--- src/pqcr_pkg.sv ---
// ----------------------------------------------------------------------------
// pqcr_pkg
// Shared types, constants and helpers for the PCM quantizer / channel remapper.
// ----------------------------------------------------------------------------
package pqcr_pkg;

    localparam int MAX_CHANNELS = 8;
    localparam int CH_W         = $clog2(MAX_CHANNELS);
    localparam int CNT_W        = $clog2(MAX_CHANNELS + 1);
    localparam int SUM_W        = 32 + CH_W;
    localparam int DIV_W        = SUM_W;

    localparam logic [2:0] FMT_F32 = 3'd0;
    localparam logic [2:0] FMT_I16 = 3'd1;
    localparam logic [2:0] FMT_I24 = 3'd2;
    localparam logic [2:0] FMT_I32 = 3'd3;

    localparam logic [1:0] REG_SRC = 2'd0;
    localparam logic [1:0] REG_DST = 2'd1;
    localparam logic [1:0] REG_FMT = 2'd2;

    localparam logic [31:0] K_I16 = 32'd32767;
    localparam logic [31:0] K_I24 = 32'd8388607;
    localparam logic [31:0] K_I32 = 32'd2147483520;

    // Work kinds handed from front to back.
    typedef enum logic [1:0] {
        JOB_COPY,
        JOB_PASS,
        JOB_MIX
    } job_kind_t;

    typedef struct packed {
        job_kind_t          kind;
        logic signed [SUM_W-1:0] value;
        logic [CNT_W-1:0]   divisor;
        logic [CH_W-1:0]    first_ch;
        logic               enc_first;
        logic [CNT_W-1:0]   last_ch;
        logic [CNT_W-1:0]   nd;
        logic [2:0]         fmt;
    } job_t;

    typedef enum logic [2:0] {
        ST_IDLE,
        ST_DIV,
        ST_MUL,
        ST_ENC,
        ST_EMIT
    } back_state_t;

    function automatic logic [CNT_W-1:0] eff_count(input logic [3:0] v);
        logic [CNT_W-1:0] r;
        if (v == 4'd0)
            r = CNT_W'(1);
        else if (32'(v) > MAX_CHANNELS)
            r = CNT_W'(MAX_CHANNELS);
        else
            r = CNT_W'(v);
        return r;
    endfunction

endpackage

--- src/pqcr_front.sv ---
// ----------------------------------------------------------------------------
// pqcr_front
// Accepts source samples, tracks frame position and mix sum, issues jobs.
// ----------------------------------------------------------------------------
module pqcr_front (
    input  logic                 clk,
    input  logic                 rst_n,
    input  logic                 cfg_we,
    input  logic [3:0]           src_channels,
    input  logic [3:0]           dst_channels,
    input  logic [2:0]           out_format,
    input  logic                 in_valid,
    output logic                 in_stall,
    input  logic [31:0]          in_sample,
    output logic                 job_valid,
    input  logic                 job_full,
    output pqcr_pkg::job_t       job
);
    import pqcr_pkg::*;

    logic [CH_W-1:0]         pos_reg, pos_next;
    logic signed [SUM_W-1:0] sum_reg, sum_next;
    logic [CNT_W-1:0]        ns, nd;
    logic [CH_W-1:0]         p;
    logic                    last_src, emit, accept;
    logic signed [SUM_W-1:0] xs, acc;

    assign ns   = eff_count(src_channels);
    assign nd   = eff_count(dst_channels);
    assign emit = (out_format <= FMT_I32);
    assign in_stall = job_full;
    assign accept   = in_valid && !job_full;
    assign xs = SUM_W'(signed'(in_sample));

    always_comb
    begin
        p = (CNT_W'(pos_reg) >= ns) ? '0 : pos_reg;
        last_src = (CNT_W'(p) + CNT_W'(1) == ns);
        acc = ((CNT_W'(pos_reg) >= ns) ? '0 : sum_reg) + xs;
        pos_next = last_src ? '0 : p + CH_W'(1);
        sum_next = (ns == CNT_W'(1) || nd != CNT_W'(1) || last_src) ? '0 : acc;
        job = '0;
        job.fmt = out_format;
        job.nd = nd;
        job.value = xs;
        job_valid = 1'b0;
        if (ns == CNT_W'(1))
        begin
            job.kind = JOB_COPY;
            job.first_ch = '0;
            job.enc_first = 1'b1;
            job.last_ch = nd - CNT_W'(1);
            job_valid = accept && emit;
        end
        else if (nd == CNT_W'(1))
        begin
            job.kind = JOB_MIX;
            job.value = acc;
            job.divisor = ns;
            job.first_ch = '0;
            job.enc_first = 1'b1;
            job.last_ch = '0;
            job_valid = accept && emit && last_src;
        end
        else
        begin
            job.kind = JOB_PASS;
            job.enc_first = (CNT_W'(p) < nd);
            job.first_ch = p;
            job.last_ch = last_src ? nd - CNT_W'(1) : CNT_W'(p);
            job_valid = accept && emit && (job.enc_first || (last_src && CNT_W'(p) < nd));
            if (!job.enc_first)
                job_valid = 1'b0;
        end
    end

    always_ff @(posedge clk or negedge rst_n)
    begin
        if (!rst_n)
        begin
            pos_reg <= '0;
            sum_reg <= '0;
        end
        else if (cfg_we)
        begin
            pos_reg <= '0;
            sum_reg <= '0;
        end
        else if (accept)
        begin
            pos_reg <= pos_next;
            sum_reg <= sum_next;
        end
    end
endmodule

--- src/pqcr_queue.sv ---
// ----------------------------------------------------------------------------
// pqcr_queue
// Two-entry job queue decoupling the front from the back.
// ----------------------------------------------------------------------------
module pqcr_queue (
    input  logic           clk,
    input  logic           rst_n,
    input  logic           wr_valid,
    input  pqcr_pkg::job_t wr_job,
    output logic           full,
    output logic           rd_valid,
    input  logic           rd_take,
    output pqcr_pkg::job_t rd_job
);
    import pqcr_pkg::*;

    job_t       mem_reg [2];
    logic       wp_reg, rp_reg;
    logic [1:0] cnt_reg;

    assign full     = (cnt_reg == 2'd2);
    assign rd_valid = (cnt_reg != 2'd0);
    assign rd_job   = mem_reg[rp_reg];

    always_ff @(posedge clk)
    begin
        if (wr_valid)
            mem_reg[wp_reg] <= wr_job;
    end

    always_ff @(posedge clk or negedge rst_n)
    begin
        if (!rst_n)
        begin
            wp_reg  <= 1'b0;
            rp_reg  <= 1'b0;
            cnt_reg <= 2'd0;
        end
        else
        begin
            if (wr_valid)
                wp_reg <= ~wp_reg;
            if (rd_take)
                rp_reg <= ~rp_reg;
            cnt_reg <= cnt_reg + 2'(wr_valid) - 2'(rd_take);
        end
    end
endmodule

--- src/pqcr_back.sv ---
// ----------------------------------------------------------------------------
// pqcr_back
// Divides mix sums, clamps, encodes and emits destination words.
// ----------------------------------------------------------------------------
module pqcr_back (
    input  logic           clk,
    input  logic           rst_n,
    input  logic           job_valid,
    input  pqcr_pkg::job_t job,
    output logic           job_take,
    output logic           out_valid,
    input  logic           out_stall,
    output logic [31:0]    sample_word,
    output logic [2:0]     dest_channel,
    output logic           frame_end
);
    import pqcr_pkg::*;

    back_state_t state_reg, state_next;
    job_t        job_reg;
    logic [DIV_W-1:0] quo_reg, rem_reg;
    logic [$clog2(DIV_W+1)-1:0] cnt_reg;
    logic        neg_reg;
    logic [30:0] mag_reg;
    logic [62:0] prod_reg;
    logic [31:0] word_reg;
    logic [CNT_W-1:0] ch_reg;
    logic        first_reg;

    logic signed [SUM_W-1:0] v;
    logic [DIV_W-1:0] absv;
    logic [DIV_W:0]   trial;
    logic [30:0] mag_c;
    logic [31:0] kmul;
    logic [31:0] fword;
    logic [4:0]  msb;
    logic [23:0] mant;
    logic [30:0] rem_f, half_f;
    logic [24:0] mant_r;
    logic [7:0]  ex;
    logic [31:0] q;

    assign job_take = (state_reg == ST_IDLE) && job_valid;

    always_comb
    begin
        state_next = state_reg;
        unique case (state_reg)
            ST_IDLE: if (job_valid) state_next = (job.kind == JOB_MIX) ? ST_DIV : ST_MUL;
            ST_DIV:  if (cnt_reg == '0) state_next = ST_MUL;
            ST_MUL:  state_next = ST_ENC;
            ST_ENC:  state_next = ST_EMIT;
            ST_EMIT: if (!out_stall && ch_reg == job_reg.last_ch) state_next = ST_IDLE;
            default: state_next = ST_IDLE;
        endcase
    end

    always_comb
    begin
        out_valid    = (state_reg == ST_EMIT);
        sample_word  = (first_reg || job_reg.kind == JOB_COPY) ? word_reg : '0;
        dest_channel = 3'(ch_reg);
        frame_end    = (ch_reg == job_reg.nd - CNT_W'(1));
    end

    always_comb
    begin
        v = (state_reg == ST_DIV) ? SUM_W'(signed'(neg_reg ? -quo_reg : quo_reg)) : job_reg.value;
        absv = job.value[SUM_W-1] ? DIV_W'(-job.value) : DIV_W'(job.value);
        trial = {rem_reg, quo_reg[DIV_W-1]} - {1'b0, (DIV_W-CNT_W)'(0), job_reg.divisor};
        if (v > SUM_W'(32'sh4000_0000))
            mag_c = 31'h4000_0000;
        else if (v < -SUM_W'(32'sh4000_0000))
            mag_c = 31'h4000_0000;
        else if (v < 0)
            mag_c = 31'(-v);
        else
            mag_c = 31'(v);
        unique case (job_reg.fmt)
            FMT_I16: kmul = K_I16;
            FMT_I24: kmul = K_I24;
            default: kmul = K_I32;
        endcase
        msb = '0;
        for (int i = 0; i < 31; i++)
            if (mag_reg[i]) msb = 5'(i);
        if (msb <= 5'd23)
        begin
            mant = 24'(mag_reg << (5'd23 - msb));
            rem_f = '0;
            half_f = 31'h7fff_ffff;
        end
        else
        begin
            mant = 24'(mag_reg >> (msb - 5'd23));
            rem_f = mag_reg & ((31'd1 << (msb - 5'd23)) - 31'd1);
            half_f = 31'd1 << (msb - 5'd24);
        end
        mant_r = {1'b0, mant} +
                 25'((rem_f > half_f) || (rem_f == half_f && mant[0]));
        ex = 8'(msb) + 8'd97 + 8'(mant_r[24]);
        fword = (mag_reg == '0) ? 32'd0 :
                {neg_reg, ex, mant_r[24] ? mant_r[23:1] : mant_r[22:0]};
        q = 32'((prod_reg + 63'(1 << 29)) >> 30);
    end

    always_ff @(posedge clk or negedge rst_n)
    begin
        if (!rst_n)
            state_reg <= ST_IDLE;
        else
            state_reg <= state_next;
    end

    always_ff @(posedge clk)
    begin
        unique case (state_reg)
            ST_IDLE:
            begin
                job_reg   <= job;
                ch_reg    <= CNT_W'(job.first_ch);
                first_reg <= job.enc_first;
                quo_reg   <= absv;
                rem_reg   <= '0;
                neg_reg   <= job.value[SUM_W-1];
                cnt_reg   <= ($clog2(DIV_W+1))'(DIV_W);
            end
            ST_DIV:
            begin
                if (cnt_reg != '0)
                begin
                    if (!trial[DIV_W])
                        rem_reg <= trial[DIV_W-1:0];
                    else
                        rem_reg <= {rem_reg[DIV_W-2:0], quo_reg[DIV_W-1]};
                    quo_reg <= {quo_reg[DIV_W-2:0], !trial[DIV_W]};
                    cnt_reg <= cnt_reg - 1'b1;
                end
                else
                    job_reg.value <= v;
            end
            ST_MUL:
            begin
                mag_reg  <= mag_c;
                neg_reg  <= job_reg.value < 0;
                prod_reg <= 63'(mag_c) * 63'(kmul);
            end
            ST_ENC:
                word_reg <= (job_reg.fmt == FMT_F32) ? fword : (neg_reg ? -q : q);
            ST_EMIT:
                if (!out_stall)
                begin
                    ch_reg    <= ch_reg + CNT_W'(1);
                    first_reg <= 1'b0;
                end
            default: ;
        endcase
    end
endmodule

--- src/pcm_quantize_channel_remap.sv ---
// ----------------------------------------------------------------------------
// pcm_quantize_channel_remap
// Converts Q2.30 source samples into remapped, quantized destination words.
// ----------------------------------------------------------------------------
// Input channel: in_valid / in_stall with a 32-bit sample per beat.
// Output channel: out_valid / out_stall carrying sample_word, dest_channel
// and frame_end per beat; one input beat gives zero to eight output beats.
// Configuration: cfg_we writes cfg_data into register cfg_index (0 to 2) and restarts
// the frame; write only while idle.
// Steps: each job passes ST_MUL, ST_ENC and ST_EMIT; a mono down-mix job
// first runs the bit-serial divider in ST_DIV.
// Flow: the single back-end encoder takes a new job only once it has emitted
// all words of the last one; a two-entry job queue lets the front keep
// accepting beats meanwhile.
// Reset: frame position and mix sum clear, registers go to 2 / 2 / int16.
// A stalled receiver holds the current output beat; once the queue fills,
// in_stall rises.
// ----------------------------------------------------------------------------
module pcm_quantize_channel_remap (
    input  logic        clk,
    input  logic        rst_n,
    input  logic        cfg_we,
    input  logic [1:0]  cfg_index,
    input  logic [3:0]  cfg_data,
    input  logic        in_valid,
    output logic        in_stall,
    input  logic [31:0] sample,
    output logic        out_valid,
    input  logic        out_stall,
    output logic [31:0] sample_word,
    output logic [2:0]  dest_channel,
    output logic        frame_end
);
    import pqcr_pkg::*;

    logic [3:0] src_reg, dst_reg;
    logic [2:0] fmt_reg;
    logic       f_valid, q_full, q_valid, q_take;
    logic       cfg_restart;
    job_t       f_job, q_job;

    assign cfg_restart = cfg_we && (cfg_index <= REG_FMT);

    always_ff @(posedge clk or negedge rst_n)
    begin
        if (!rst_n)
        begin
            src_reg <= 4'd2;
            dst_reg <= 4'd2;
            fmt_reg <= FMT_I16;
        end
        else if (cfg_we)
        begin
            unique case (cfg_index)
                REG_SRC: src_reg <= cfg_data;
                REG_DST: dst_reg <= cfg_data;
                REG_FMT: fmt_reg <= cfg_data[2:0];
                default: ;
            endcase
        end
    end

    pqcr_front u_front (
        .clk, .rst_n, .cfg_we(cfg_restart),
        .src_channels(src_reg), .dst_channels(dst_reg), .out_format(fmt_reg),
        .in_valid, .in_stall, .in_sample(sample),
        .job_valid(f_valid), .job_full(q_full), .job(f_job)
    );

    pqcr_queue u_queue (
        .clk, .rst_n, .wr_valid(f_valid), .wr_job(f_job), .full(q_full),
        .rd_valid(q_valid), .rd_take(q_take), .rd_job(q_job)
    );

    pqcr_back u_back (
        .clk, .rst_n, .job_valid(q_valid), .job(q_job), .job_take(q_take),
        .out_valid, .out_stall, .sample_word, .dest_channel, .frame_end
    );
endmodule
--- config.mk ---
export PLATFORM = sky130hd
export DESIGN_NAME = pcm_quantize_channel_remap
export DESIGN_NICKNAME = d
export VERILOG_FILES = /design/src/pqcr_pkg.sv /design/src/pqcr_front.sv /design/src/pqcr_queue.sv /design/src/pqcr_back.sv /design/src/pcm_quantize_channel_remap.sv
export SDC_FILE = /design/constraint.sdc
export NUM_CORES = 2
export LEC_CHECK = 0
export BUFFER_PORTS_ARGS = -buffer_cell sky130_fd_sc_hd__buf_4
export CAP_MARGIN = 0
export CORE_AREA = 2 2 270 299
export CTS_CLUSTER_SIZE = 30
export DETAILED_ROUTE_END_ITERATION = 7
export DIE_AREA = 0 0 272 301
export PLACE_DENSITY = 0.81
export SYNTH_ARGS = -nofsm -noshare
export SYNTH_HDL_FRONTEND = slang
export SYNTH_SLANG_ARGS = --single-unit
--- constraint.sdc ---
create_clock -name clk -period 22.3 [get_ports clk]
set_input_delay 4.46 -clock clk [delete_from_list [all_inputs] [get_ports clk]]
set_output_delay 4.46 -clock clk [all_outputs]
set_load 0.01 [all_outputs]
==> impl_metrics.env <==
export IMPL_outcome="complete, no violations"
export IMPL_post_cts_repair_setup_buffers=0
export IMPL_period_needed_ns=13.88
export IMPL_cts_htree_levels=2
export IMPL_whs_endpoint="u_front.sum_reg[32]"
export IMPL_cts_tree="yes"
export IMPL_synth_edff_count=342
export IMPL_crit_type="register to register"
export IMPL_yosys_area_top_type="fa_1"
export IMPL_antenna_cells=0
export IMPL_wire_per_inst_um=22.3
export IMPL_critPathSlowestCell="a2111oi_1"
export IMPL_worstPathRequired_ns=22.66
export IMPL_post_synth_top_count_cell="inv_1"
export IMPL_layout_drive_gt1_share=0.0664
export IMPL_place_congestion=1.05
export IMPL_antenna_found_initial=0
export IMPL_cts_buffer_depth=3
export IMPL_ys_seq_area_frac=0.230
export IMPL_reg2reg_to="u_back.prod_reg[61]"
export IMPL_holdPathStages=2
export IMPL_clock_sinks=398
export IMPL_yosys_cell_types_count=100
export IMPL_fp_row_count=108
export IMPL_cap_violations=0
export IMPL_vias=38138
export IMPL_die_w_um=272
export IMPL_cts_root_buf="clkbuf_16"
export IMPL_cpMostUsedCell="fa_1"
export IMPL_grt_overflow_total=0
export IMPL_ys_warn_count=0
export IMPL_max_slew_margin=0.137
export IMPL_min_delay_start="u_front.sum_reg[32]"
export IMPL_start_util=0.646
export IMPL_period_share=0.622
export IMPL_syn_to_final_growth_pct=5.79
export IMPL_critical_path_top_delay_family="adder cells"
export IMPL_largest_register_ffs=112
export IMPL_crit_path_end_kind="register"
export IMPL_die_area_sq_um=81900
export IMPL_rsz0062_at_grt="false"
export IMPL_worst_path_max_fanout=37
export IMPL_dp_cells=6029
export IMPL_r2r_cells=39
export IMPL_start_kind="register"
export IMPL_fmax_mhz=72.1
export IMPL_async_flop_share=0.141
export IMPL_port_buffers=80
export IMPL_drc=0
export IMPL_synth_area_top_cells="fa_1 29%, edfxtp_1 20%, ha_1 8.6%"
export IMPL_die_h_um=301
export IMPL_coreArea_sq_um=78500
export IMPL_place_area_sq_um=52300
export IMPL_fillers=5841
export IMPL_ant_nets=0
export IMPL_synth_cells_most_frequent="777 x inv_1, 725 x fa_1, 397 x nand2_1, 349 x ha_1, 342 x edfxtp_1"
export IMPL_num_nets_final=6146
export IMPL_grt_util_all_layers=0.340
export IMPL_avgSynthCellArea_sq_um=10.0
export IMPL_hold_buffers=0
export IMPL_setup_tns_ns=0
export IMPL_synth_cell_area_sq_um=50700
export IMPL_final_area_sq_um=53700
export IMPL_synth_top_cell_area_share=0.286
export IMPL_cts_resized=0
export IMPL_arrival_ns=14.24
export IMPL_clkTransAtPathRegs_ns=0.07
export IMPL_syn_inst=5054
export IMPL_r2r_start="u_back.quo_reg[6]"
export IMPL_grt_max_degree=86
export IMPL_finalMaxSlewViolations=0
export IMPL_finalSetupViolCount=0
export IMPL_clock_skew_ns=0.0388
export IMPL_crit_path_start="u_back.quo_reg[6]"
export IMPL_grt_pass1_vias=39651
export IMPL_drt_pass1_iterations=6
export IMPL_hold_violations=0
export IMPL_worstMarginPinSlew_ns=1.29
export IMPL_dp_slack_ns=8.34
export IMPL_grt_pass1_wl_mm=216
export IMPL_ys_ff_latch=398
export IMPL_critPathBufInv=6
export IMPL_instances_no_fill=6105
export IMPL_fin_ws_ns=8.42
export IMPL_crit_path_max_incr_delay_ns=0.88
export IMPL_hpwl_mm=109
export IMPL_cts_buffers_inserted=43
export IMPL_r2r_slack_ns=8.42
export IMPL_io_pins=81
export IMPL_holdCritPathClass="register to register"
export IMPL_wirelength_mm=136
export IMPL_clk_insertion_delay_late_ns=0.61
export IMPL_vias_per_cell=6.25
export IMPL_yosys_most_used_dff="edfxtp_1"
export IMPL_drt_iter0_drc=3614
==> cell usage in the layout, fill, tap and decap left out, types with 49 or more instances in the layout <==
master    count
a21o_1       49
a21oi_1     188
and2_1       88
and3_1       57
buf_4       126
dfrtp_1      52
edfxtp_1    342
fa_1        725
ha_1        348
inv_1       777
mux2i_1     106
nand2_1     396
nand3_1      97
nor2_1      298
nor3_1       89
o21ai_0     207
xnor2_1     173
xor2_1      123
==> worst reg2reg max path: cells and delay by family, from the launching register on <==
kind	cells	cell delay, ns
XOR/XNOR	2	0.34
adder cells (fa/ha/maj)	9	4.58
buffers and inverters	6	0.82
flip-flops	1	0.45
AO/OA/AOI/OAI	13	3.85
AND/OR/NAND/NOR	9	3.59
==> cell type report <==
class                      instances  area (sq um)  area share
multi-input combinational       3679         35400       0.660
tap                             1045          1310      0.0244
inverter                         781          2930      0.0546
sequential                       398         11700       0.218
timing repair buffer             126           946      0.0176
clock inverter                    27           269     0.00501
clock buffer                      49          1130      0.0210
==> metrics by stage <==
step | hold WS, ns | util
detailed placement | 0.463 | 0.666
finish | 0.473 | 0.684
CTS | 0.478 | 0.684
floorplan | 0.437 | -
global placement | 0.453 | 0.666
global route | 0.496 | 0.684
==> routing by layer <==
metal / part of all wire / up-vias / routed length (um) / track usage
met4: 0.063 / 0 / 8500 / 0.172
met2: 0.49 / 1788 / 66400 / 0.577
li1: - / 16965 / - / -
met3: 0.077 / 528 / 10500 / 0.0569
met1: 0.37 / 18857 / 50600 / 0.422
met5: 0 / - / 0 / 0
==> logic make-up after synthesis <==
logic type	share of synthesized area
flip-flops	0.230
buffers and inverters	0.0738
adder cells (fa/ha/maj)	0.372
AND/OR/NAND/NOR	0.125
AO/OA/AOI/OAI	0.111
other	0.0000739
XOR/XNOR	0.0511
multiplexers	0.0369
==> worst max-delay path by stage <==
stage | slack, ns | cells after the start | to
final | 8.42 | 39 | u_back.prod_reg[61]
after global routing | 7.55 | 39 | u_back.prod_reg[61]
after CTS | 8.33 | 39 | u_back.prod_reg[61]
after detailed placement | 8.34 | 39 | u_back.prod_reg[61]
after global placement | 8.59 | 39 | u_back.prod_reg[61]
after floorplan | 10.35 | 38 | u_back.prod_reg[61]
Power is left out: the tool's default activity adds up to more than one toggle a clock period on the data nets, which glitch-free logic cannot reach.
